$ cat src/rtl/cpm_pkg.sv
// ----------------------------------------------------------------------------
// cpm_pkg
// Shared widths, register codes, colormap tables and stage types for the
// clamped piecewise-linear colormap.
// ----------------------------------------------------------------------------
package cpm_pkg;

   // Register file
   localparam int CLAMP_W     = 15;
   localparam int CSR_INDEX_W = 2;
   localparam logic [CSR_INDEX_W-1:0] CSR_CLAMP_MAX = 2'd0;
   localparam logic [CSR_INDEX_W-1:0] CSR_CLAMP_MIN = 2'd1;
   localparam logic [CLAMP_W-1:0] CLAMP_MAX_RESET = 15'd400;
   localparam logic [CLAMP_W-1:0] CLAMP_MIN_RESET = 15'd0;

   // Normalizing divider
   localparam int QUO_W      = 16;
   localparam int T_W        = 17;
   localparam logic [T_W-1:0] T_FULL = 17'd65536;
   localparam int DIV_STEPS  = 4;                  // quotient bits per stage
   localparam int DIV_STAGES = QUO_W / DIV_STEPS;

   // Colormap
   localparam int NUM_SEGS    = 5;
   localparam int SEG_IDX_W   = 3;
   localparam int SPAN_W      = 15;
   localparam int NUM_W       = 23;
   localparam int DELTA_W     = 9;
   localparam int RECIP_W     = 19;
   localparam int RECIP_SHIFT = 32;
   localparam int CHAN_W      = 8;
   localparam int NUM_CHANS   = 3;
   localparam int CH_RED      = 0;
   localparam int CH_GREEN    = 1;
   localparam int CH_BLUE     = 2;

   localparam logic [T_W-1:0] SEG_BND [NUM_SEGS+1] = '{
      17'd0, 17'd21845, 17'd30802, 17'd42271, 17'd51839, 17'd65536
   };

   localparam logic [SPAN_W-1:0] SEG_SPAN [NUM_SEGS] = '{
      15'd21845, 15'd8957, 15'd11469, 15'd9568, 15'd13697
   };

   // start * span per segment and channel
   localparam logic [NUM_W-1:0] SEG_BASE [NUM_SEGS][NUM_CHANS] = '{
      '{23'(22 * 21845),  23'(30 * 21845),  23'(151 * 21845)},
      '{23'(0),           23'(181 * 8957),  23'(226 * 8957)},
      '{23'(76 * 11469),  23'(140 * 11469), 23'(43 * 11469)},
      '{23'(0),           23'(206 * 9568),  23'(24 * 9568)},
      '{23'(254 * 13697), 23'(209 * 13697), 23'(65 * 13697)}
   };

   // end - start per segment and channel
   localparam logic signed [DELTA_W-1:0] SEG_DELTA [NUM_SEGS][NUM_CHANS] = '{
      '{-9'sd22,  9'sd151,  9'sd75},
      '{ 9'sd76, -9'sd41,  -9'sd183},
      '{-9'sd76,  9'sd66,  -9'sd19},
      '{ 9'sd254, 9'sd3,    9'sd41},
      '{ 9'sd1,  -9'sd209, -9'sd65}
   };

   // floor(2^32 / span); estimate is low by at most one
   localparam longint unsigned RECIP_SCALE = 64'd1 << RECIP_SHIFT;
   localparam logic [RECIP_W-1:0] SEG_RECIP [NUM_SEGS] = '{
      19'(RECIP_SCALE / 64'd21845),
      19'(RECIP_SCALE / 64'd8957),
      19'(RECIP_SCALE / 64'd11469),
      19'(RECIP_SCALE / 64'd9568),
      19'(RECIP_SCALE / 64'd13697)
   };

   typedef struct packed {
      logic               valid;
      logic               zero;   // clamp_max is zero
      logic               sat;    // clamped value at or above clamp_max
      logic [CLAMP_W-1:0] rem;
      logic [QUO_W-1:0]   quo;
   } div_stage_type;

   typedef struct packed {
      logic           valid;
      logic [T_W-1:0] t;
   } frac_type;

   typedef logic [NUM_CHANS-1:0][CHAN_W-1:0] rgb_type;

   typedef struct packed {
      logic    valid;
      rgb_type rgb;
   } color_type;

endpackage

$ cat src/rtl/cpm_lerp.sv
// ----------------------------------------------------------------------------
// cpm_lerp
// Segment lookup and per-channel linear interpolation: segment select,
// numerator multiply, reciprocal multiply, remainder correction.
// ----------------------------------------------------------------------------
module cpm_lerp (
   input  logic                 clock,
   input  logic                 reset,
   input  cpm_pkg::frac_type    frac,
   output logic                 frac_ready,
   output cpm_pkg::color_type   color,
   input  logic                 color_ready
);

   localparam int PROD_W = cpm_pkg::SPAN_W + 1 + cpm_pkg::DELTA_W;
   localparam int WIDE_W = cpm_pkg::NUM_W + cpm_pkg::RECIP_W;

   logic seg_en, mul_en, rcp_en, out_en;
   logic seg_valid_ff, mul_valid_ff, rcp_valid_ff, out_valid_ff;

   logic [cpm_pkg::SEG_IDX_W-1:0] seg_k_ff, seg_k_in, mul_k_ff, rcp_k_ff;
   logic [cpm_pkg::SPAN_W-1:0]    seg_dt_ff, seg_dt_in;
   logic [cpm_pkg::NUM_W-1:0]     mul_num_ff [cpm_pkg::NUM_CHANS];
   logic [cpm_pkg::NUM_W-1:0]     mul_num_in [cpm_pkg::NUM_CHANS];
   logic [cpm_pkg::NUM_W-1:0]     rcp_num_ff [cpm_pkg::NUM_CHANS];
   logic [cpm_pkg::CHAN_W-1:0]    rcp_quo_ff [cpm_pkg::NUM_CHANS];
   logic [cpm_pkg::CHAN_W-1:0]    rcp_quo_in [cpm_pkg::NUM_CHANS];
   logic [cpm_pkg::NUM_W-1:0]     fix_rem    [cpm_pkg::NUM_CHANS];
   cpm_pkg::rgb_type              out_rgb_ff, out_rgb_in;

   assign out_en     = !out_valid_ff || color_ready;
   assign rcp_en     = !rcp_valid_ff || out_en;
   assign mul_en     = !mul_valid_ff || rcp_en;
   assign seg_en     = !seg_valid_ff || mul_en;
   assign frac_ready = seg_en;

   // Segment select: first segment is closed at zero, the rest open below
   always_comb begin
      seg_k_in = '0;
      for (int i = 1; i < cpm_pkg::NUM_SEGS; i++) begin
         if (frac.t > cpm_pkg::SEG_BND[i]) begin
            seg_k_in = cpm_pkg::SEG_IDX_W'(i);
         end
      end
      seg_dt_in = cpm_pkg::SPAN_W'(frac.t - cpm_pkg::SEG_BND[seg_k_in]);
   end

   // num = start * span + dt * (end - start); never negative inside a segment
   always_comb begin
      logic signed [PROD_W-1:0] prod;
      logic signed [PROD_W-1:0] sum;
      for (int c = 0; c < cpm_pkg::NUM_CHANS; c++) begin
         prod = $signed({1'b0, seg_dt_ff}) * cpm_pkg::SEG_DELTA[seg_k_ff][c];
         sum  = $signed(PROD_W'(cpm_pkg::SEG_BASE[seg_k_ff][c])) + prod;
         mul_num_in[c] = sum[cpm_pkg::NUM_W-1:0];
      end
   end

   always_comb begin
      logic [WIDE_W-1:0] wide;
      for (int c = 0; c < cpm_pkg::NUM_CHANS; c++) begin
         wide = WIDE_W'(mul_num_ff[c]) * WIDE_W'(cpm_pkg::SEG_RECIP[mul_k_ff]);
         rcp_quo_in[c] = wide[cpm_pkg::RECIP_SHIFT +: cpm_pkg::CHAN_W];
      end
   end

   // Estimate may be one short; fix from the remainder
   always_comb begin
      logic [cpm_pkg::NUM_W-1:0] back;
      logic [cpm_pkg::NUM_W-1:0] span;
      span = cpm_pkg::NUM_W'(cpm_pkg::SEG_SPAN[rcp_k_ff]);
      for (int c = 0; c < cpm_pkg::NUM_CHANS; c++) begin
         back          = cpm_pkg::NUM_W'(rcp_quo_ff[c]) * span;
         fix_rem[c]    = rcp_num_ff[c] - back;
         out_rgb_in[c] = rcp_quo_ff[c] + cpm_pkg::CHAN_W'(fix_rem[c] >= span);
      end
   end

   always_ff @(posedge clock) begin
      if (reset) begin
         seg_valid_ff <= 1'b0;
         mul_valid_ff <= 1'b0;
         rcp_valid_ff <= 1'b0;
         out_valid_ff <= 1'b0;
      end else begin
         if (seg_en) begin
            seg_valid_ff <= frac.valid;
         end
         if (mul_en) begin
            mul_valid_ff <= seg_valid_ff;
         end
         if (rcp_en) begin
            rcp_valid_ff <= mul_valid_ff;
         end
         if (out_en) begin
            out_valid_ff <= rcp_valid_ff;
         end
      end
   end

   always_ff @(posedge clock) begin
      if (seg_en) begin
         seg_k_ff  <= seg_k_in;
         seg_dt_ff <= seg_dt_in;
      end
      if (mul_en) begin
         mul_k_ff   <= seg_k_ff;
         mul_num_ff <= mul_num_in;
      end
      if (rcp_en) begin
         rcp_k_ff   <= mul_k_ff;
         rcp_num_ff <= mul_num_ff;
         rcp_quo_ff <= rcp_quo_in;
      end
      if (out_en) begin
         out_rgb_ff <= out_rgb_in;
      end
   end

   assign color.valid = out_valid_ff;
   assign color.rgb   = out_rgb_ff;

   a_recip_error_bound: assert property (@(posedge clock) disable iff (reset)
      rcp_valid_ff |->
         (fix_rem[cpm_pkg::CH_RED]   < {cpm_pkg::SEG_SPAN[rcp_k_ff], 1'b0}) &&
         (fix_rem[cpm_pkg::CH_GREEN] < {cpm_pkg::SEG_SPAN[rcp_k_ff], 1'b0}) &&
         (fix_rem[cpm_pkg::CH_BLUE]  < {cpm_pkg::SEG_SPAN[rcp_k_ff], 1'b0}))
      else $error("reciprocal quotient estimate off by more than one");

endmodule

$ cat config.mk
export PLATFORM = sky130hd
export DESIGN_NAME = cpm_lerp
export DESIGN_NICKNAME = d
export VERILOG_FILES = /design/src/rtl/cpm_pkg.sv /design/src/rtl/cpm_lerp.sv
export SDC_FILE = /design/constraint.sdc
export NUM_CORES = 2
export LEC_CHECK = 0
export BUFFER_PORTS_ARGS = -buffer_cell sky130_fd_sc_hd__buf_2
export CORE_MARGIN = 2
export CORE_UTILIZATION = 40
export CTS_BUF_LIST = sky130_fd_sc_hd__clkbuf_4 sky130_fd_sc_hd__clkbuf_8
export CTS_CLUSTER_SIZE = 12
export DETAILED_ROUTE_END_ITERATION = 10
export MAX_ROUTING_LAYER = met4
export PLACE_DENSITY_LB_ADDON = 0.08
export SYNTH_ARGS = -nofsm -noshare
export SYNTH_HDL_FRONTEND = slang
export SYNTH_SLANG_ARGS = --single-unit
$ cat constraint.sdc
create_clock -name clock -period 11.1 [get_ports clock]
set_input_delay 2.22 -clock clock [delete_from_list [all_inputs] [get_ports clock]]
set_output_delay 2.22 -clock clock [all_outputs]
set_load 0.01 [all_outputs]
# Word level (Yosys, flattened, before mapping)
# Memories as Yosys holds them, arrays and structs flattened.
# Cells that the tools add are included.
[op_classes] n_addsub=10 multipliers=9 magnitude_cmp=11 mux=14 n_bitwise=4 reduce_logical=8
[op_table] operator="69-bit 2-to-1 mux" n=2
[op_table] operator="23-bit by 19-bit multiplier with 40-bit output" n=3
[op_table] operator="23-bit adder" n=3
[op_table] operator="23-bit by 15-bit >= comparator with 1-bit output" n=3
[op_table] operator="16-bit by 9-bit multiplier with 23-bit output" n=3
[op_table] operator="8-bit by 15-bit multiplier with 23-bit output" n=3
[op_table] operator="23-bit subtractor" n=3
[op_table] operator="15-bit 2-to-1 mux" n=4
[op_table] operator="27-bit 2-to-1 mux" n=2
[op_table] operator="19-bit 2-to-1 mux" n=2
[op_table] operator="17-bit by 15-bit greater-than comparator with 1-bit output (second input constant)" n=2
[op_table] operator="17-bit by 16-bit greater-than comparator with 1-bit output (second input constant)" n=2
[op_table] operator="8-bit by 1-bit adder with 8-bit output" n=3
[op_table] operator="4-bit >= comparator (second input constant)" n=4
[op_table] operator="3-bit inverter with 4-bit output" n=4
[op_table] operator="15-bit subtractor" n=1
[op_table] operator="3-bit 2-to-1 mux" n=3
[op_table] operator="1-bit logical NOT" n=4
[op_table] operator="1-bit logical OR" n=4
[op_table] operator="1-bit 2-to-1 mux" n=1
[word_totals] ff_bits=214 rom_bits=1176 input_bits=21 memories=5
[mem_list] name="(no name shown)" depth=8 width=69 rd=1 rd_clocked_by_memory_dff=0 write_ports=0 line="cpm_lerp.sv:54" rtl="sum = $signed(PROD_W'(cpm_pkg::SEG_BASE[seg_k_ff][c])) + prod;"
[mem_list] name="(no name shown)" depth=8 width=27 rd=1 rd_clocked_by_memory_dff=0 write_ports=0 line="cpm_lerp.sv:53" rtl="prod = $signed({1'b0, seg_dt_ff}) * cpm_pkg::SEG_DELTA[seg_k_ff][c];"
[mem_list] name="(no name shown)" depth=8 width=19 rd=1 rd_clocked_by_memory_dff=0 write_ports=0 line="cpm_lerp.sv:62" rtl="wide = WIDE_W'(mul_num_ff[c]) * WIDE_W'(cpm_pkg::SEG_RECIP[mul_k_ff]);"
[mem_list] name="(no name shown)" depth=8 width=17 rd=1 rd_clocked_by_memory_dff=0 write_ports=0 line="cpm_lerp.sv:45" rtl="seg_dt_in = cpm_pkg::SPAN_W'(frac.t - cpm_pkg::SEG_BND[seg_k_in]);"
[mem_list] name="(no name shown)" depth=8 width=15 rd=1 rd_clocked_by_memory_dff=0 write_ports=0 line="cpm_lerp.sv:71" rtl="span = cpm_pkg::NUM_W'(cpm_pkg::SEG_SPAN[rcp_k_ff]);"

# Longest topological paths before layout
[logic_depth] ltp_word=10 ltp_mapped=35

# Worst setup path after synthesis
# Ideal clock, no wire load.
[synth_timing] path_kind="register to register" from="register rcp_k_ff[1] in the netlist's numbering" to="register out_rgb_ff, in the netlist color[22], data pin" arrival_time_ns=7.253 required_ns=10.835 setup_slack_ns=3.581 stages_incl_launch_ff=35 path_buffers=3 path_cell_list="edfxtp_1 -> inv_1 -> clkbuf_1 -> ha_1 -> or2_2 -> clkbuf_1 -> clkbuf_1 -> and2_1 -> fa_1 -> inv_1 -> fa_1 -> fa_1 -> inv_1 -> fa_1 -> inv_1 -> ha_1 -> a21oi_1 -> o21ai_0 -> nor2b_1 -> a221o_1 -> nor4_1 -> nor2_1 -> xnor2_1 -> ha_1 -> o21a_1 -> o21ai_0 -> a21oi_1 -> o31ai_1 -> o2111ai_1 -> a2111oi_0 -> o2111ai_1 -> ha_1 -> nand4_1 -> nor2_1 -> xor2_1"
[synth_lines] item="from (decl)" line="cpm_lerp.sv:21" rtl="logic [cpm_pkg::SEG_IDX_W-1:0] seg_k_ff, seg_k_in, mul_k_ff, rcp_k_ff;"
[synth_lines] item="from (signal assigned)" line="cpm_lerp.sv:111" rtl="rcp_k_ff <= mul_k_ff;"
[synth_lines] item="to (signal assigned)" line="cpm_lerp.sv:116" rtl="out_rgb_ff <= out_rgb_in;"
[synth_lines] item="to (decl)" line="cpm_lerp.sv:29" rtl="cpm_pkg::rgb_type out_rgb_ff, out_rgb_in;"

==> metrics.yaml <==
run_status: "finished clean"
cts_root_buf: "sky130_fd_sc_hd__clkbuf_8"
hold_path_endpoint: "rcp_valid_ff"
min-delay-path-class: "reg -> reg"
total_number_of_yosys_warnings: 0
worst_setup_hold_path_clk_slew_ps: 80
post_synth_most_frequent_cells: "2125 x sky130_fd_sc_hd__inv_1, 1661 x sky130_fd_sc_hd__fa_1, 835 x sky130_fd_sc_hd__nand2_1, 766 x sky130_fd_sc_hd__ha_1, 532 x sky130_fd_sc_hd__and2_1"
remaining_routing_drc_violations: 0
clock_latency_ps: 730
cts_repair_resize_count: 0
period_share: 0.883
cp.arrival_ps: 10200
post_synth_fa_ha_maj_area_fraction: 0.583
drt-total-wl_um: 211000
synth.largest_area_cell: "sky130_fd_sc_hd__fa_1"
dp_hpwl_um: 172000
crit_required_ps: 11500
grt_pass1_wl_um: 333000
grtUsageTotal: 0.243
synth_top_family_by_area: "adder cells"
syn_to_final_growth_pct: 5.90
cts_setup_buffers: 0
fp-row-count: 157
grt_setup_unrepaired: "no"
largest_net_degree_at_the_start_of_global_routing: 67
fillCellCount: 18381
worst_tran_pin_value_ps: 1170
preCtsSetupSlack_ps: 1480
avgRoutedWirePerCell_um: 20.6
h-tree-depth: 2
fp.dieH_um: 433
fin_ws_ps: 1300
critPathLaunchType: "flop"
ys_top_cells_by_area: "sky130_fd_sc_hd__fa_1 45%, sky130_fd_sc_hd__ha_1 13%, sky130_fd_sc_hd__inv_1 11%"
report.final.hold_viol_count: 0
cts-root-to-sink-buffers: 3
dr.first_iter.drc_count: 2689
seq_area_frac_synth: 0.0869
overflow: 0
layout_nets: 10183
setup_viol_count_final: 0
yosysUniqueCellTypes: 72
cpMaxStageDelayCell: "sky130_fd_sc_hd__ha_1"
max_clock_freq_ghz: 0.102
syn_area_per_cell_um2: 9.41
worstHoldStart: "mul_valid_ff"
max_cap_check_violation_count: 0
synthesized_netlist_cell_count: 7814
worst_path_max_fanout: 26
crit_start: "rcp_k_ff[1]"
synth.mux.area_fraction: 0.000817
coreArea_um2: 183000
fin_cells: 10244
drt-pass1-iter-count: 5
critPathMaxStageDelay_ps: 990
post_cts_hold_buffer_count: 0
cts_sinks: 214
worst-setup-path-type: "reg -> reg"
async_flop_share: 0
initial_core_util: 0.402
postSynthNetCount: 10262
r2r_start: "rcp_k_ff[1]"
top_level_ports: 47
worst_clock_skew_ps: 88.6
synth_largest_type_area_fraction: 0.452
worst-r2r-setup-slack_ps: 1300
yosys.area_share.simple: 0.140
worst_setup_end_kind: "flop"
grt_pass1_vias: 56348
vias_after_detailed_routing: 50542
die_w_um: 433
grt_antenna_before_repair: 14
post_synth_instance_area_um2: 73500
synth_xor_xnor_area_share: 0.0222
timing_max_transition_violations_final: 0
fin_setup_tns_ps: 0
die-area_um2: 187000
synth_enable_flop_cells: 210
place.port_buffers: 46
whs_path_depth: 2
drt-vias-per-instance: 4.93
fraction_of_layout_cells_with_a_size_suffix_above_1: 0.0355
synth_compound_gate_area_share: 0.0444
place.detailed.instances: 10147
tritoncts: "done"
postRouteAntennaNets: 0
cts_inserted_buffers: 50
max_slew_margin: 0.216
synthFlopType: "sky130_fd_sc_hd__edfxtp_1"
tmin_final_ps: 9800
yosys_register_bits: 214
worst_r2r_endpoint: "color[7]"
post-synth-top-count-cell: "sky130_fd_sc_hd__inv_1"
replace_congestion: 0.880
reg2reg_depth: 31
==> metrics by stage <==
| step | util | hold slack [ps] | area (um^2) |
|---|---|---|---|
| final | 0.426 | 456 | 77800 |
| after global routing | 0.426 | 480 | 77800 |
| after CTS | 0.426 | 460 | 77800 |
| after detailed placement | 0.419 | 445 | 76700 |
| after global placement | 0.419 | 434 | 76700 |
| after floorplan | - | 428 | 73500 |
==> logic make-up (layout without fill, tap and decap cells) <==
logic type	after synthesis	after routing
adder cells (fa/ha/maj)	2427	2427
buffers and inverters	2402	2361
AND/OR/NAND/NOR	2079	2079
AO/OA/AOI/OAI	500	500
flip-flops	214	214
XOR/XNOR	186	186
multiplexers	6	6
other	0	7
==> cells in the final DEF, fill, tap and decap left out, types with 46 or more instances in the layout <==
master	count
sky130_fd_sc_hd__a21o_1	79
sky130_fd_sc_hd__a21oi_1	140
sky130_fd_sc_hd__and2_1	532
sky130_fd_sc_hd__buf_2	46
sky130_fd_sc_hd__buf_4	91
sky130_fd_sc_hd__clkbuf_8	52
sky130_fd_sc_hd__edfxtp_1	210
sky130_fd_sc_hd__fa_1	1661
sky130_fd_sc_hd__ha_1	766
sky130_fd_sc_hd__inv_1	2124
sky130_fd_sc_hd__nand2_1	834
sky130_fd_sc_hd__nand2b_1	53
sky130_fd_sc_hd__nand3_1	46
sky130_fd_sc_hd__nor2_1	207
sky130_fd_sc_hd__nor2b_1	199
sky130_fd_sc_hd__nor3_1	49
sky130_fd_sc_hd__o21ai_0	95
sky130_fd_sc_hd__xnor2_1	136
sky130_fd_sc_hd__xor2_1	50
==> worst max-delay path by stage <==
stage / endpoint / slack, ps / cells past startpoint
detailed placement: color[7] / 1480 / 31
finish: color[7] / 1300 / 31
global route: color[7] / 450 / 31
global placement: color[7] / 1790 / 31
CTS: color[7] / 1370 / 31
floorplan: color[22] / 3580 / 34
==> routing by layer <==
metal  up-vias  global-route usage  part of all wire  wire length (um)
li1      23014                   -                 -                 -
met1     26128               0.322              0.45             94000
met2      1142               0.396              0.48            101000
met3       258              0.0302             0.046              9790
met4         0              0.0636             0.029              6160
met5         -                   -                 0                 0
==> registers in the layout (all words and copies together), names as in the netlist, 3 cells and up <==
register	count
rcp_quo_ff	24
seg_dt_ff	15
rcp_num_ff	69
seg_k_ff	3
mul_num_ff	69
mul_k_ff	3
color	24
rcp_k_ff	3
==> critical path, delay by kind of cell (launching register included) <==
kind	cells	cell delay [ps]
xor gates and xnor gates	2	210
and+or+nand+nor	9	2260
DFF	1	650
AOI/OAI and AO/OA	8	2030
adders and majority gates	8	3720
buffers and inverters	4	590
==> cell type report <==
cell class,count,area (um^2),area share
well taps,2464,3080,0.0396
clock buffers,61,783,0.0101
inverters,2128,7990,0.103
flip-flops and latches,214,6390,0.0820
diodes,7,17.5,0.000225
multi-input cells,5198,58200,0.748
clock inverters,29,357,0.00458
repair buffers,143,1030,0.0133
Power is not shown: default switching activity piles up to over one toggle a cycle in this logic, so the estimate is an artifact.
