## config.mk

```make
export PLATFORM = sky130hd
export DESIGN_NAME = cpm_div
export DESIGN_NICKNAME = d
export VERILOG_FILES = /design/src/rtl/cpm_pkg.sv /design/src/rtl/cpm_div.sv
export SDC_FILE = /design/constraint.sdc
export NUM_CORES = 1
export LEC_CHECK = 0
export BUFFER_PORTS_ARGS = -buffer_cell sky130_fd_sc_hd__buf_2
export CAP_MARGIN = 30
export CORE_MARGIN = 4
export CORE_UTILIZATION = 50
export CTS_BUF_LIST = sky130_fd_sc_hd__clkbuf_8 sky130_fd_sc_hd__clkbuf_16
export CTS_CLUSTER_DIAMETER = 40
export DETAILED_ROUTE_END_ITERATION = 8
export MAX_ROUTING_LAYER = met4
export PLACE_DENSITY_LB_ADDON = 0.12
export SLEW_MARGIN = 20
export SYNTH_ARGS = -nofsm -noshare
export SYNTH_HDL_FRONTEND = slang
export SYNTH_SLANG_ARGS = --single-unit
export TNS_END_PERCENT = 30
```

## constraint.sdc

```tcl
create_clock -name clock -period 9.72 [get_ports clock]
set_input_delay 0.972 -clock clock [delete_from_list [all_inputs] [get_ports clock]]
set_output_delay 0.972 -clock clock [all_outputs]
set_load 0.05 [all_outputs]
```

## src/rtl/cpm_pkg.sv

```systemverilog
// ----------------------------------------------------------------------------
// cpm_pkg
// Shared widths, register codes, colormap tables and stage types for the
// clamped piecewise-linear colormap.
// ----------------------------------------------------------------------------
package cpm_pkg;

   // Register file
   localparam int CLAMP_W     = 15;
   localparam int CSR_INDEX_W = 2;
   localparam logic [CSR_INDEX_W-1:0] CSR_CLAMP_MAX = 2'd0;
   localparam logic [CSR_INDEX_W-1:0] CSR_CLAMP_MIN = 2'd1;
   localparam logic [CLAMP_W-1:0] CLAMP_MAX_RESET = 15'd400;
   localparam logic [CLAMP_W-1:0] CLAMP_MIN_RESET = 15'd0;

   // Normalizing divider
   localparam int QUO_W      = 16;
   localparam int T_W        = 17;
   localparam logic [T_W-1:0] T_FULL = 17'd65536;
   localparam int DIV_STEPS  = 4;                  // quotient bits per stage
   localparam int DIV_STAGES = QUO_W / DIV_STEPS;

   // Colormap
   localparam int NUM_SEGS    = 5;
   localparam int SEG_IDX_W   = 3;
   localparam int SPAN_W      = 15;
   localparam int NUM_W       = 23;
   localparam int DELTA_W     = 9;
   localparam int RECIP_W     = 19;
   localparam int RECIP_SHIFT = 32;
   localparam int CHAN_W      = 8;
   localparam int NUM_CHANS   = 3;
   localparam int CH_RED      = 0;
   localparam int CH_GREEN    = 1;
   localparam int CH_BLUE     = 2;

   localparam logic [T_W-1:0] SEG_BND [NUM_SEGS+1] = '{
      17'd0, 17'd21845, 17'd30802, 17'd42271, 17'd51839, 17'd65536
   };

   localparam logic [SPAN_W-1:0] SEG_SPAN [NUM_SEGS] = '{
      15'd21845, 15'd8957, 15'd11469, 15'd9568, 15'd13697
   };

   // start * span per segment and channel
   localparam logic [NUM_W-1:0] SEG_BASE [NUM_SEGS][NUM_CHANS] = '{
      '{23'(22 * 21845),  23'(30 * 21845),  23'(151 * 21845)},
      '{23'(0),           23'(181 * 8957),  23'(226 * 8957)},
      '{23'(76 * 11469),  23'(140 * 11469), 23'(43 * 11469)},
      '{23'(0),           23'(206 * 9568),  23'(24 * 9568)},
      '{23'(254 * 13697), 23'(209 * 13697), 23'(65 * 13697)}
   };

   // end - start per segment and channel
   localparam logic signed [DELTA_W-1:0] SEG_DELTA [NUM_SEGS][NUM_CHANS] = '{
      '{-9'sd22,  9'sd151,  9'sd75},
      '{ 9'sd76, -9'sd41,  -9'sd183},
      '{-9'sd76,  9'sd66,  -9'sd19},
      '{ 9'sd254, 9'sd3,    9'sd41},
      '{ 9'sd1,  -9'sd209, -9'sd65}
   };

   // floor(2^32 / span); estimate is low by at most one
   localparam longint unsigned RECIP_SCALE = 64'd1 << RECIP_SHIFT;
   localparam logic [RECIP_W-1:0] SEG_RECIP [NUM_SEGS] = '{
      19'(RECIP_SCALE / 64'd21845),
      19'(RECIP_SCALE / 64'd8957),
      19'(RECIP_SCALE / 64'd11469),
      19'(RECIP_SCALE / 64'd9568),
      19'(RECIP_SCALE / 64'd13697)
   };

   typedef struct packed {
      logic               valid;
      logic               zero;   // clamp_max is zero
      logic               sat;    // clamped value at or above clamp_max
      logic [CLAMP_W-1:0] rem;
      logic [QUO_W-1:0]   quo;
   } div_stage_type;

   typedef struct packed {
      logic           valid;
      logic [T_W-1:0] t;
   } frac_type;

   typedef logic [NUM_CHANS-1:0][CHAN_W-1:0] rgb_type;

   typedef struct packed {
      logic    valid;
      rgb_type rgb;
   } color_type;

endpackage

```

## src/rtl/cpm_div.sv

```systemverilog
// ----------------------------------------------------------------------------
// cpm_div
// Pipelined restoring divider: t = clamped * 65536 / clamp_max, four
// quotient bits per stage, with saturation and zero-divisor handling.
// ----------------------------------------------------------------------------
module cpm_div (
   input  logic                          clock,
   input  logic                          reset,
   input  cpm_pkg::div_stage_type        start,
   output logic                          start_ready,
   input  logic [cpm_pkg::CLAMP_W-1:0]   divisor,
   output cpm_pkg::frac_type             frac,
   input  logic                          frac_ready
);

   cpm_pkg::div_stage_type stage_ff [cpm_pkg::DIV_STAGES];
   cpm_pkg::div_stage_type stage_in [cpm_pkg::DIV_STAGES];
   cpm_pkg::div_stage_type chain    [cpm_pkg::DIV_STAGES];
   logic [cpm_pkg::DIV_STAGES:0] stage_en;
   cpm_pkg::div_stage_type last;

   always_comb begin
      stage_en[cpm_pkg::DIV_STAGES] = frac_ready;
      for (int s = cpm_pkg::DIV_STAGES - 1; s >= 0; s--) begin
         stage_en[s] = !stage_ff[s].valid || stage_en[s+1];
      end
   end

   assign start_ready = stage_en[0];

   always_comb begin
      chain[0] = start;
      for (int s = 1; s < cpm_pkg::DIV_STAGES; s++) begin
         chain[s] = stage_ff[s-1];
      end
   end

   always_comb begin
      cpm_pkg::div_stage_type step;
      logic [cpm_pkg::CLAMP_W:0] shifted;
      logic fits;
      for (int s = 0; s < cpm_pkg::DIV_STAGES; s++) begin
         step = chain[s];
         for (int b = 0; b < cpm_pkg::DIV_STEPS; b++) begin
            shifted   = {step.rem, 1'b0};
            fits      = shifted >= {1'b0, divisor};
            step.rem  = fits ? cpm_pkg::CLAMP_W'(shifted - {1'b0, divisor})
                             : shifted[cpm_pkg::CLAMP_W-1:0];
            step.quo  = {step.quo[cpm_pkg::QUO_W-2:0], fits};
         end
         stage_in[s] = step;
      end
   end

   always_ff @(posedge clock) begin
      for (int s = 0; s < cpm_pkg::DIV_STAGES; s++) begin
         if (reset) begin
            stage_ff[s].valid <= 1'b0;
         end else if (stage_en[s]) begin
            stage_ff[s] <= stage_in[s];
         end
      end
   end

   assign last = stage_ff[cpm_pkg::DIV_STAGES-1];

   always_comb begin
      frac.valid = last.valid;
      if (last.zero) begin
         frac.t = '0;
      end else if (last.sat) begin
         frac.t = cpm_pkg::T_FULL;
      end else begin
         frac.t = {1'b0, last.quo};
      end
   end

endmodule

```

Word-level counts from Yosys, hierarchy flattened:

Memory sizes are Yosys's and may differ from the RTL's.
Index checks and enable logic that the tools add are counted.

* register bits after elaboration: 0
* RAM bits: 136
* output and inout bits: 19
* logic and storage cells: 81
* memories: 1

Memories
* stage_ff: depth 4, bits a word 34, rd ports 4, clocked after memory_dff 0, wr ports 4, line cpm_div.sv:16 `cpm_pkg::div_stage_type stage_ff [cpm_pkg::DIV_STAGES];`

* add/subtract/negate cells: 16
* magnitude comparators: 16
* multiplexer cells: 36
* bitwise operators: 4
* reduce and logical (&&, ||, !) cells: 8

Operators by type and width (count)
* $ge 16x15->1: 16
* $mux 15: 16
* $sub 15x15->15: 16
* $mux 17: 2
* $mux 1: 18
* $logic_not 1->1: 4
* $logic_or 1x1->1: 4
* $or 1x1->1: 4

Longest topological paths before layout:

Gate-level depths: netlist of run 1.
An unclocked memory read counts as a cell.

* depth after elaboration: 10
* mapped depth: 47
* mapped depth without buffers: 40

Least setup slack after synthesis of run 1:

No wires, ideal clock.

* path type: input-to-reg
* from: input port divisor[0] (netlist name)
* to: memory stage_ff[2][23] (netlist name) (data pin)
* data arrival time: 10113 ps
* data required time: 9458 ps
* path slack: -655 ps
* stages on the path: 40
* cell sequence: buf_4 -> inv_2 -> clkbuf_1 -> fa_1 -> a21o_1 -> nor2b_1 -> o21ai_1 -> a31o_2 -> a21o_1 -> inv_4 -> mux2_2 -> ha_1 -> and3_1 -> a31oi_1 -> or4b_1 -> o221ai_1 -> nor2b_1 -> a211oi_2 -> [... 4 more ...] -> nand2b_1 -> o211ai_1 -> a31oi_1 -> a211oi_1 -> o21ai_4 -> mux2_2 -> ha_1 -> or3_1 -> a221oi_1 -> nor3_1 -> nand3b_1 -> a31oi_1 -> nor2b_1 -> o41a_1 -> nor2b_1 -> mux2i_4 -> buf_6 -> mux2_1

RTL lines
* start, declared: line cpm_div.sv:11 `input logic [cpm_pkg::CLAMP_W-1:0] divisor,`
* end, declared: line cpm_div.sv:16

==> metrics.md, run 1 <==
| Metric | Value |
|---|---|
| Max-slew headroom | 46.8% |
| Setup crit start kind | primary input |
| All-Layer GR Usage | 28.0% |
| Nature of the critical path endpoint | flop |
| Class of the most critical setup path | in -> reg |
| Pin count of the biggest net entering global routing | 33 |
| Clock Latency Late Sink | around 0.36 ns |
| Met3 wire length | between 1500 and 2000 µm |
| Highest cell delay on the worst timing path | about 0.5 ns |
| HP Class | reg -> reg |
| Remaining antenna violation count after routing | 0 |
| Flop and latch count out of synthesis | 97 |
| Net Count, Synth | 2,125 |
| Routability congestion estimate from global placement | about 0.9 |
| Routed wire length on met2 | roughly 23,000 µm |
| Cell row count | between 60 and 70 |
| # IOs | between 70 and 80 |
| Total of warnings raised by yosys | 0 |
| Register with the most flip-flops | stage_ff |
| Hold Fails Final Rpt | 0 |
| Slew at the pin closest to its max-slew limit | 0.798 ns |
| Synth area leader | sky130_fd_sc_hd__edfxtp_1 |
| Critical-path top delay cell | sky130_fd_sc_hd__or4_4 |
| Flip-flop count of the largest register, all copies and words added | between 90 and 100 |
| Clock-pin slew on the worst setup and hold paths | approximately 0.070 ns |
| Final Cycle Share | between 90% and 100% |
| Number of I/O port buffers | 54 |
| Die Width | roughly 190 µm |
| Bufs on Longest Clock Path | 2 |
| Number of design-rule violations left by the first detailed-router iteration | 798 |
| Largest registers in the final layout | stage_ff: 97 flops |
| Wire length of the first global-routing pass | approximately 76,000 µm |
| Synth-to-Final Area Change | 34.4% |
| Remaining global-route overflow | 0 |
| Die boundary height | ~190 µm |
| Post-route met1 wirelength | approximately 22,000 µm |
| Number of iterations in the first detailed-routing pass | 5 |
| Cell count after placement | around 2,700 |
| Upper clock frequency limit | around 0.11 GHz |
| Top post-synthesis cells by area | sky130_fd_sc_hd__edfxtp_1 18%, sky130_fd_sc_hd__ha_1 18%, sky130_fd_sc_hd__mux2_2 8.0% |
| Number of sinks on the clock net | 97 |
| Total clock buffers created by CTS | 9 |
| Final routed wire length divided by cell count | between 15 and 20 µm |
| # Max-Cap Violations | 0 |
| Critical path data arrival time | about 9.6 ns |
| Async SR Flop Fraction | 0% |
| Cell mode on critical path | sky130_fd_sc_hd__a21oi_2 |
| Seq/Total Area, Yosys | between 10% and 20% |
| Critical Path Fanout Max | 7 |
| Unrepaired setup endpoints after global routing | yes |
| Cell Count, Final, Fillers Out | ~2,800 |
| Final count of negative-setup-slack endpoints | 0 |
| Average vias per placed instance | about 5.8 |
| Clock tree from TritonCTS | built |
| Netlist Area Pre-Place | between 15,000 and 20,000 µm² |
| Total length of routed wires | 49,100 µm |
| Core area | about 31,000 µm² |
| Vias after detailed routing | about 16,000 |
| Count of flip-flops with a built-in enable after synthesis | 97 |
| Clock root buffer | sky130_fd_sc_hd__clkbuf_16 |
| Data required time at the worst endpoint | about 9.8 ns |
| Synthesized instance count | 1,842 |
| Synthesized area per cell | roughly 8.6 µm² |
| Number of antenna violations at the first check in global routing | 1 |
| Max Slew Vio Count | 0 |
| Die area | 34,500 µm² |
| Number of global-route vias before repair | between 15,000 and 20,000 |
| DRC violation count after routing | 0 |
| H-tree depth reported by CTS | 3 |
| Number of unique standard cell types used by synthesis | 95 |
| HPWL reported at the end of detailed placement | slightly below 40,000 µm |
| Area share of the leading cell type in the synthesized netlist | a little under a fifth |
| Share of post-route cells with drive strength above 1 | 35.5% |
| Most instantiated flip-flop cell in the synthesis netlist | sky130_fd_sc_hd__edfxtp_1 |
| Layout net count | 2,631 |
| Setup Skew | between 0.01 and 0.015 ns |
| Highest routed layer | met4 |
| Run status | complete, no violations |
| Starting utilization of the core area | between 50% and 60% |
| Shortest period the worst path allows | 9.45 ns |
worst paths after layout:
check                       start         endpoint  slack, ns  depth (start not counted)
hold reg to reg    stage_ff[2][7]  stage_ff[3][11]       0.42                          0
setup / recovery       divisor[1]  stage_ff[1][27]       0.27                         44
setup reg to reg  stage_ff[1][16]  stage_ff[2][27]       0.74                         37
hold / removal     stage_ff[2][7]  stage_ff[3][11]       0.42                          0
layout make-up:
type                            instances  area, µm²
Antenna cell                            1       2.50
Tap cell                              396        495
Timing Repair Buffer                  526       3970
Sequential cell                        97       2910
Inverter                               77        298
Multi-Input combinational cell       1637      13300
Fill cell                            2545       9660
Clock buffer                            9        225
Clock inverter                          7       86.3
worst max-delay path: cells and delay by family:
kind	cells	cell delay [ns]
mux	4	1.28
buf+inv	9	1.39
compound gates	19	3.26
fa+ha+maj	5	1.28
simple gates	7	1.36
cell families (layout without fill, tap and decap cells):
logic type | count (synthesis) | after routing | synth area share (%)
buffers and inverters | 112 | 619 | 3.10
AOI/OAI and AO/OA | 554 | 555 | 23.5
DFF | 97 | 97 | 18.4
and+or+nand+nor | 541 | 542 | 16.9
muxes | 144 | 146 | 10.6
adders and majority gates | 231 | 231 | 18.5
other | 0 | 1 | 0
xor gates and xnor gates | 163 | 163 | 9.03
metal layers:
metal  vias up  GRT usage (%)
met4         0           11.5
met2       350           46.3
li1       7937              -
met3        99           3.28
met1      7492           34.7
met5         -              -
per-stage QoR:
| stage | util, % | setup TNS [ns] | hold slack [ns] | instance area [µm²] | worst slack, ns |
|---|---|---|---|---|---|
| 2_1_floorplan | - | 0 | 0.400 | 15900 | 0.00405 |
| 3_3_place_gp | 64.5 | -10.08 | 0.400 | 19900 | -0.351 |
| 3_5_place_dp | 64.5 | -15.94 | 0.405 | 19900 | -0.480 |
| 4_1_cts | 65.9 | -0.00493 | 0.421 | 20400 | -0.00259 |
| 5_1_grt | 68.7 | -1.90 | 0.426 | 21200 | -0.107 |
| 6_report | 68.7 | 0 | 0.420 | 21200 | 0.269 |
cell usage after synthesis, drive strengths merged (37+ instances only):
| library cell | n |
|---|---|
| ha | 227 |
| a21oi | 163 |
| nor2 | 161 |
| mux2 | 133 |
| o21ai | 112 |
| xnor2 | 109 |
| nand2 | 105 |
| edfxtp | 97 |
| inv | 76 |
| a21o | 57 |
| xor2 | 54 |
| nand3 | 47 |
| o21a | 44 |
| nor2b | 38 |
| nor3 | 37 |
placed cells by master (no fill, tap or decap), types with 56 or more instances in the layout:
| master | count |
|---|---|
| sky130_fd_sc_hd__a21oi_1 | 137 |
| sky130_fd_sc_hd__o21ai_0 | 87 |
| sky130_fd_sc_hd__inv_1 | 70 |
| sky130_fd_sc_hd__ha_1 | 211 |
| sky130_fd_sc_hd__a21o_1 | 56 |
| sky130_fd_sc_hd__mux2_2 | 97 |
| sky130_fd_sc_hd__nor2_1 | 153 |
| sky130_fd_sc_hd__xnor2_1 | 109 |
| sky130_fd_sc_hd__buf_4 | 454 |
| sky130_fd_sc_hd__nand2_1 | 105 |
| sky130_fd_sc_hd__edfxtp_1 | 97 |
what timing repair did:
action	4_1_cts	5_1_grt
hold buffers	0	0
pin swaps	6	46
gates cloned	1	5
gates resized for setup	12	144
buffers inserted	3	17
setup endpoints to repair	28	49
Power of run 1 is left out: the tool's default activity adds up to more than one toggle a clock period on the data nets, which glitch-free logic cannot reach.
==> run 2: changes to the inputs <==
--- a/config.mk
+++ b/config.mk
@@ -14,6 +14,7 @@
 export DETAILED_ROUTE_END_ITERATION = 8
 export MAX_ROUTING_LAYER = met4
 export PLACE_DENSITY_LB_ADDON = 0.12
+export RECOVER_POWER = 25
 export SLEW_MARGIN = 20
 export SYNTH_ARGS = -nofsm -noshare
 export SYNTH_HDL_FRONTEND = slang
==> metrics.md, run 2 (same netlist as run 1, synthesis figures left out) <==
| Metric | Value |
|---|---|
| Final count of negative-setup-slack endpoints | 0 (unchanged) |
| Number of iterations in the first detailed-routing pass | 5 (unchanged) |
| Highest cell delay on the worst timing path | 0.51 ns (about the same) |
| HPWL reported at the end of detailed placement | 39,400 µm (unchanged) |
| Average vias per placed instance | 5.77 (about the same) |
| Crit Reg-Reg Startpoint | stage_ff[1][16] |
| Hold Crit Start | stage_ff[2][7] |
| Setup Skew | 0.0114 ns (unchanged) |
| Met3 wire length | 1830 µm (-0.44%) |
| Flip-flop count of the largest register, all copies and words added | 97 (unchanged) |
| Routability congestion estimate from global placement | 0.917 (unchanged) |
| Final routed wire length divided by cell count | 17.9 µm (about the same) |
| DRC violation count after routing | 0 (unchanged) |
| Die Width | 186 µm (unchanged) |
| Remaining global-route overflow | 0 (unchanged) |
| Register with the most flip-flops | stage_ff |
| Kind of cell adding the most delay to the critical path | compound AO/OA/AOI/OAI gates |
| Total length of routed wires | 49,100 µm (about the same) |
| Die area | 34,500 µm² (unchanged) |
| Share of the core filled with cells | 68.7% (about the same) |
| Setup crit start kind | primary input |
| Upper clock frequency limit | 0.106 GHz (unchanged) |
| Core area | 30,900 µm² (unchanged) |
| Die boundary height | 186 µm (unchanged) |
| Routed wire length on met2 | 23,100 µm (about the same) |
| Max Slew Vio Count | 0 (unchanged) |
| Post-route met1 wirelength | 21,900 µm (about the same) |
| Largest registers in the final layout | stage_ff: 97 flops |
| Highest routed layer | met4 |
| HP Class | reg -> reg |
| Cell row count | 64 (unchanged) |
| Remaining antenna violation count after routing | 0 (unchanged) |
| Data required time at the worst endpoint | 9.83 ns (about the same) |
| Shortest period the worst path allows | 9.45 ns (unchanged) |
| Area used by sequential logic in the layout | 2910 µm² (unchanged) |
| Nature of the critical path endpoint | flop |
| All-Layer GR Usage | 28.0% (unchanged) |
| Number of antenna violations at the first check in global routing | 1 (unchanged) |
| Number of sinks on the clock net | 97 (unchanged) |
| Slew at the pin closest to its max-slew limit | 0.971 ns (+0.173 ns) |
| Pin count of the biggest net entering global routing | 33 (unchanged) |
| Clock Latency Late Sink | 0.36 ns (about the same) |
| Number of global-route vias before repair | 15,400 (unchanged) |
| Share of post-route cells with drive strength above 1 | 35.4% (-0.085 points) |
| Number of I/O port buffers | 54 (unchanged) |
| H-tree depth reported by CTS | 3 (unchanged) |
| Total clock buffers created by CTS | 9 (unchanged) |
| Clock root buffer | sky130_fd_sc_hd__clkbuf_16 |
| Sum of negative setup slack | 0 ns (unchanged) |
| Run status | complete, no violations |
| Cell mode on critical path | sky130_fd_sc_hd__a21oi_2 |
| Critical-path top delay cell | sky130_fd_sc_hd__or4_4 |
| Starting utilization of the core area | 51.2% (unchanged) |
| Synth-to-Final Area Change | 34.3% (about the same) |
| Final Worst Setup Slack | 0.269 ns (unchanged) |
| Area of the multi-input gates | 13,300 µm² (unchanged) |
| Wire length of the first global-routing pass | 76,000 µm (unchanged) |
| Unrepaired setup endpoints after global routing | yes |
| Layout net count | 2,631 (unchanged) |
| Clock-pin slew on the worst setup and hold paths | 0.07 ns (about the same) |
| Most frequent standard cell in the layout excluding fill and tap cells | sky130_fd_sc_hd__buf_4 |
| Class of the most critical setup path | in -> reg |
| Vias after detailed routing | 15,900 (-0.013%) |
| Hold-fix buffers, CTS | 0 (unchanged) |
| Fillers | 2,545 (unchanged) |
| Critical path data arrival time | 9.56 ns (about the same) |
| Number of design-rule violations left by the first detailed-router iteration | 798 (unchanged) |
| Hold Fails Final Rpt | 0 (unchanged) |
| Critical Path Fanout Max | 7 (unchanged) |
| CP bufs+invs | 9 (unchanged) |
| # IOs | 71 (unchanged) |
| # Max-Cap Violations | 0 (unchanged) |
| Commonest non-fill, non-tap cells in the layout | 453 x sky130_fd_sc_hd__buf_4, 211 x sky130_fd_sc_hd__ha_1, 153 x sky130_fd_sc_hd__nor2_1, 137 x sky130_fd_sc_hd__a21oi_1, 109 x sky130_fd_sc_hd__xnor2_1 |
| Final Cycle Share | 97.2% (unchanged) |
| Max-slew headroom | 35.3% (-12 points) |
| Bufs on Longest Clock Path | 2 (unchanged) |
| Launch point of the worst path | divisor[1] |
| Clock tree from TritonCTS | built |
| Worst setup timing slack at the placement stage | -0.480 ns (unchanged) |
[run 2: cell type report]
cell class	count	share of cell area, %
clock buffers	9	1.06
repair buffers	526	18.7
inverters	77	1.40
diodes	1	0.0118
clock inverters	7	0.406
well taps	396	2.33
flip-flops and latches	97	13.7
multi-input cells	1637	62.4
[run 2: path summary, 6_finish.rpt]
kind / depth (start not counted) / slack (ns) / end
setup / recovery: 44 / 0.27 / stage_ff[1][27]
hold / removal: 0 / 0.42 / stage_ff[3][11]
setup reg to reg: 37 / 0.74 / stage_ff[2][27]
hold reg to reg: 0 / 0.42 / stage_ff[3][11]
[run 2: metrics by stage]
stage / cells / hold WS, ns / area (µm²)
5_1_grt: 2750 / 0.426 / 21200
6_report: 2750 / 0.420 / 21200
3_5_place_dp: 2707 / 0.405 / 19900
3_3_place_gp: 2707 / 0.400 / 19900
2_1_floorplan: 1842 / 0.400 / 15900
4_1_cts: 2727 / 0.421 / 20400
[run 2: routing by layer]
layer	vias to the layer above	GRT usage, %
li1	7937	-
met1	7492	34.7
met2	348	46.3
met3	99	3.28
met4	0	11.5
met5	-	-
[run 2: timing repair]
item	in CTS	in global routing
hold endpoints to repair	0	0
setup endpoints to repair	28	49
buffers inserted	3	17
pin swaps	6	46
resized for setup	12	144
gates cloned	1	5
Power of run 2 is left out for the same reason.
==> run 3: changes to the inputs <==
--- a/config.mk
+++ b/config.mk
@@ -5,9 +5,11 @@
 export SDC_FILE = /design/constraint.sdc
 export NUM_CORES = 1
 export LEC_CHECK = 0
+export ABC_AREA = 1
 export BUFFER_PORTS_ARGS = -buffer_cell sky130_fd_sc_hd__buf_2
 export CAP_MARGIN = 30
-export CORE_MARGIN = 4
+export CORE_ASPECT_RATIO = 1.25
+export CORE_MARGIN = 3
 export CORE_UTILIZATION = 50
 export CTS_BUF_LIST = sky130_fd_sc_hd__clkbuf_8 sky130_fd_sc_hd__clkbuf_16
 export CTS_CLUSTER_DIAMETER = 40
==> metrics.md, run 3 <==
| Metric | Value |
|---|---|
| Area share of fa/ha/maj cells after synthesis | 18.0% (-0.48 points) |
| Bufs on Longest Clock Path | 2 (unchanged) |
| # Max-Cap Violations | 0 (unchanged) |
| All-Layer GR Usage | 25.9% (-2.0 points) |
| Vias after detailed routing | 15,800 (-0.57%) |
| Flop and latch count out of synthesis | 97 (unchanged) |
| DRC violation count after routing | 0 (unchanged) |
| Most instantiated flip-flop cell in the synthesis netlist | sky130_fd_sc_hd__edfxtp_1 |
| Most used standard cell by instance count after synthesis | sky130_fd_sc_hd__nand2_1 |
| Post-synthesis simple-gate area fraction | 28.4% (+12 points) |
| Die boundary height | 207 µm (+12%) |
| Cell Count, Final, Fillers Out | 2,874 (+4.5%) |
| Top post-synthesis cells by area | sky130_fd_sc_hd__edfxtp_1 18%, sky130_fd_sc_hd__ha_1 17%, sky130_fd_sc_hd__nand2_1 16% |
| Die area | 34,700 µm² (+0.41%) |
| Total length of routed wires | 44,900 µm (-8.5%) |
| Dominant combinational cell family by area after synthesis | simple AND/OR/NAND/NOR gates |
| Share of the core filled with cells | 54.7% (-14 points) |
| Net Count, Synth | 2,664 (+25%) |
| Routability congestion estimate from global placement | 0.968 (+5.6%) |
| # IOs | 71 (unchanged) |
| Class of the most critical setup path | in -> reg |
| Shortest period the worst path allows | 8.88 ns (-0.571 ns) |
| Synth area leader | sky130_fd_sc_hd__edfxtp_1 |
| Cell count after placement | 2,853 (+5.4%) |
| Final routed wire length divided by cell count | 15.6 µm (-12%) |
| Remaining antenna violation count after routing | 0 (unchanged) |
| Number of I/O port buffers | 54 (unchanged) |
| Starting utilization of the core area | 50.9% (-0.24 points) |
| Most frequent standard cell in the layout excluding fill and tap cells | sky130_fd_sc_hd__nand2_1 |
| Crit Reg-Reg Startpoint | stage_ff[0][22] |
| Netlist Area Pre-Place | 16,200 µm² (+2.7%) |
| HP Class | reg -> reg |
| XOR/XNOR share of the synthesized area | 9.77% (+0.74 points) |
| Slew at the pin closest to its max-slew limit | 0.936 ns (-0.0349 ns) |
| Cell mode on critical path | sky130_fd_sc_hd__nand2_1 |
| Largest registers in the final layout | stage_ff: 97 flops |
| Average vias per placed instance | 5.49 (-4.9%) |
| HPWL reported at the end of detailed placement | 37,500 µm (-5.0%) |
| Total of warnings raised by yosys | 0 (unchanged) |
| Number of unique standard cell types used by synthesis | 59 (-38%) |
| Hold Fails Final Rpt | 0 (unchanged) |
| Area share of the leading cell type in the synthesized netlist | 17.9% (-0.48 points) |
| Synthesized instance count | 2,381 (+29%) |
| Cell row count | 73 (+14%) |
| Final Cycle Share | 91.4% (-5.9 points) |
| H-tree depth reported by CTS | 3 (unchanged) |
| Critical-path top delay cell | sky130_fd_sc_hd__fa_1 |
| Data required time at the worst endpoint | 9.88 ns (+0.05 ns) |
| Run status | complete, no violations |
| Seq/Total Area, Yosys | 17.9% (-0.48 points) |
| Clock tree from TritonCTS | built |
| Top cell types by occurrence after synthesis | 676 x sky130_fd_sc_hd__nand2_1, 227 x sky130_fd_sc_hd__ha_1, 225 x sky130_fd_sc_hd__inv_1 |
| Unrepaired setup endpoints after global routing | no |
| Area fraction in compound gates after synthesis | 18.3% (-5.2 points) |
| Synth-to-Final Area Change | 7.35% |
| Die Width | 167 µm (-10%) |
| Setup crit start kind | primary input |
| Clock-pin slew on the worst setup and hold paths | 0.08 ns (about the same) |
| Max-slew headroom | 37.6% (+2.3 points) |
| Final count of negative-setup-slack endpoints | 0 (unchanged) |
| Pin count of the biggest net entering global routing | 29 (-12%) |
| Number of antenna violations at the first check in global routing | 0 (-1) |
| Hold-fix buffers, CTS | 0 (unchanged) |
| Highest cell delay on the worst timing path | 0.40 ns (-0.11 ns) |
| Flip-flop count of the largest register, all copies and words added | 97 (unchanged) |
| Sum of negative setup slack | 0 ns (unchanged) |
| Layout net count | 2,740 (+4.1%) |
| Remaining global-route overflow | 0 (unchanged) |
| Number of design-rule violations left by the first detailed-router iteration | 970 (+22%) |
| Number of sinks on the clock net | 97 (unchanged) |
| Count of flip-flops with a built-in enable after synthesis | 97 (unchanged) |
| Synthesized area per cell | 6.82 µm² (-21%) |
| Count of inserted antenna diode cells | 0 (-1) |
| Mux share of post-synthesis cell area | 0% (-11 points) |
| Share of post-route cells with drive strength above 1 | 9.75% (-26 points) |
| Core area | 31,900 µm² (+3.1%) |
| Async SR Flop Fraction | 0% (unchanged) |
| Critical path destination | stage_ff[0][17] |
| Setup Skew | 0.0185 ns (+0.00706 ns) |
| Clock Latency Late Sink | 0.36 ns (about the same) |
| Critical path data arrival time | 9.04 ns (-0.52 ns) |
| Upper clock frequency limit | 0.113 GHz (+6.4%) |
| Wire length of the first global-routing pass | 72,300 µm (-4.9%) |
| FF-to-FF path depth | 48 (+30%) |
| Launch point of the worst path | divisor[1] |
| Commonest non-fill, non-tap cells in the layout | 676 x sky130_fd_sc_hd__nand2_1, 227 x sky130_fd_sc_hd__ha_1, 222 x sky130_fd_sc_hd__inv_1, 200 x sky130_fd_sc_hd__a21oi_1, 160 x sky130_fd_sc_hd__nor2_1 |
| Number of global-route vias before repair | 14,800 (-3.6%) |
| Register with the most flip-flops | stage_ff |
| Total clock buffers created by CTS | 9 (unchanged) |
| Nature of the critical path endpoint | flop |
| Max Slew Vio Count | 0 (unchanged) |
| Endpoint of the worst-slack reg-to-reg timing path | stage_ff[1][30] |
| Clock root buffer | sky130_fd_sc_hd__clkbuf_16 |
| Worst setup slack for register-to-register paths | 1.46 ns (+0.72 ns) |
| Number of iterations in the first detailed-routing pass | 6 (+1) |
| Critical Path Fanout Max | 25 (+18) |
## run 3: critical path: cells and delay by family
family | cells | cell delay [ns]
adder cells (fa/ha/maj) | 4 | 1.49
AND/OR/NAND/NOR | 20 | 2.60
AO/OA/AOI/OAI | 14 | 3.00
buffers and inverters | 4 | 0.96
## run 3: worst min path at each step
| stage | slack, ns | endpoint | from | depth (start not counted) |
|---|---|---|---|---|
| final | 0.42 | stage_ff[3][13] | stage_ff[2][9] | 0 |
| after global placement | 0.40 | stage_ff[2][31] | stage_ff[1][31] | 0 |
| after CTS | 0.42 | stage_ff[3][13] | stage_ff[2][9] | 0 |
| after global routing | 0.43 | stage_ff[3][10] | stage_ff[2][6] | 0 |
| after floorplan | 0.40 | stage_ff[1][31] | stage_ff[0][31] | 0 |
| after detailed placement | 0.40 | stage_ff[3][10] | stage_ff[2][6] | 0 |
## run 3: stage by stage
| step | setup slack [ns] | area [µm²] | hold WS, ns |
|---|---|---|---|
| 3_5_place_dp | 0.471 | 17100 | 0.405 |
| 6_report | 0.839 | 17400 | 0.421 |
| 5_1_grt | 0.00575 | 17400 | 0.426 |
| 3_3_place_gp | 0.533 | 17000 | 0.401 |
| 4_1_cts | 0.815 | 17400 | 0.423 |
| 2_1_floorplan | 1.35 | 16200 | 0.400 |
## run 3: layer usage
layer	track usage (%)	up-vias	wire length, µm
li1	-	8213	-
met1	31.6	7146	19800
met2	44.5	334	21700
met3	2.40	92	1640
met4	10.0	0	1830
met5	-	-	0
## run 3: cell type report
| type | count | area (µm²) |
|---|---|---|
| Fill cell | 3222 | 14500 |
| Multi-Input combinational cell | 2000 | 12100 |
| Sequential cell | 97 | 2910 |
| Inverter | 246 | 940 |
| Timing Repair Buffer | 103 | 647 |
| Tap cell | 412 | 515 |
| Clock buffer | 9 | 225 |
| Clock inverter | 7 | 81.3 |
## run 3: cells by family (layout without fill, tap and decap cells)
family / count (synthesis) / count (layout)
AOI/OAI and AO/OA: 519 / 519
xor gates and xnor gates: 181 / 181
adders and majority gates: 231 / 231
buffers and inverters: 285 / 365
DFF: 97 / 97
and+or+nand+nor: 1068 / 1069
## run 3: repair_timing
action / CTS / global route
hold endpoints to repair: 0 / 0
setup endpoints to repair: 0 / 30
setup buffers: 0 / 4
gates resized for setup: 0 / 3
Power of run 3 is left out for the same reason.
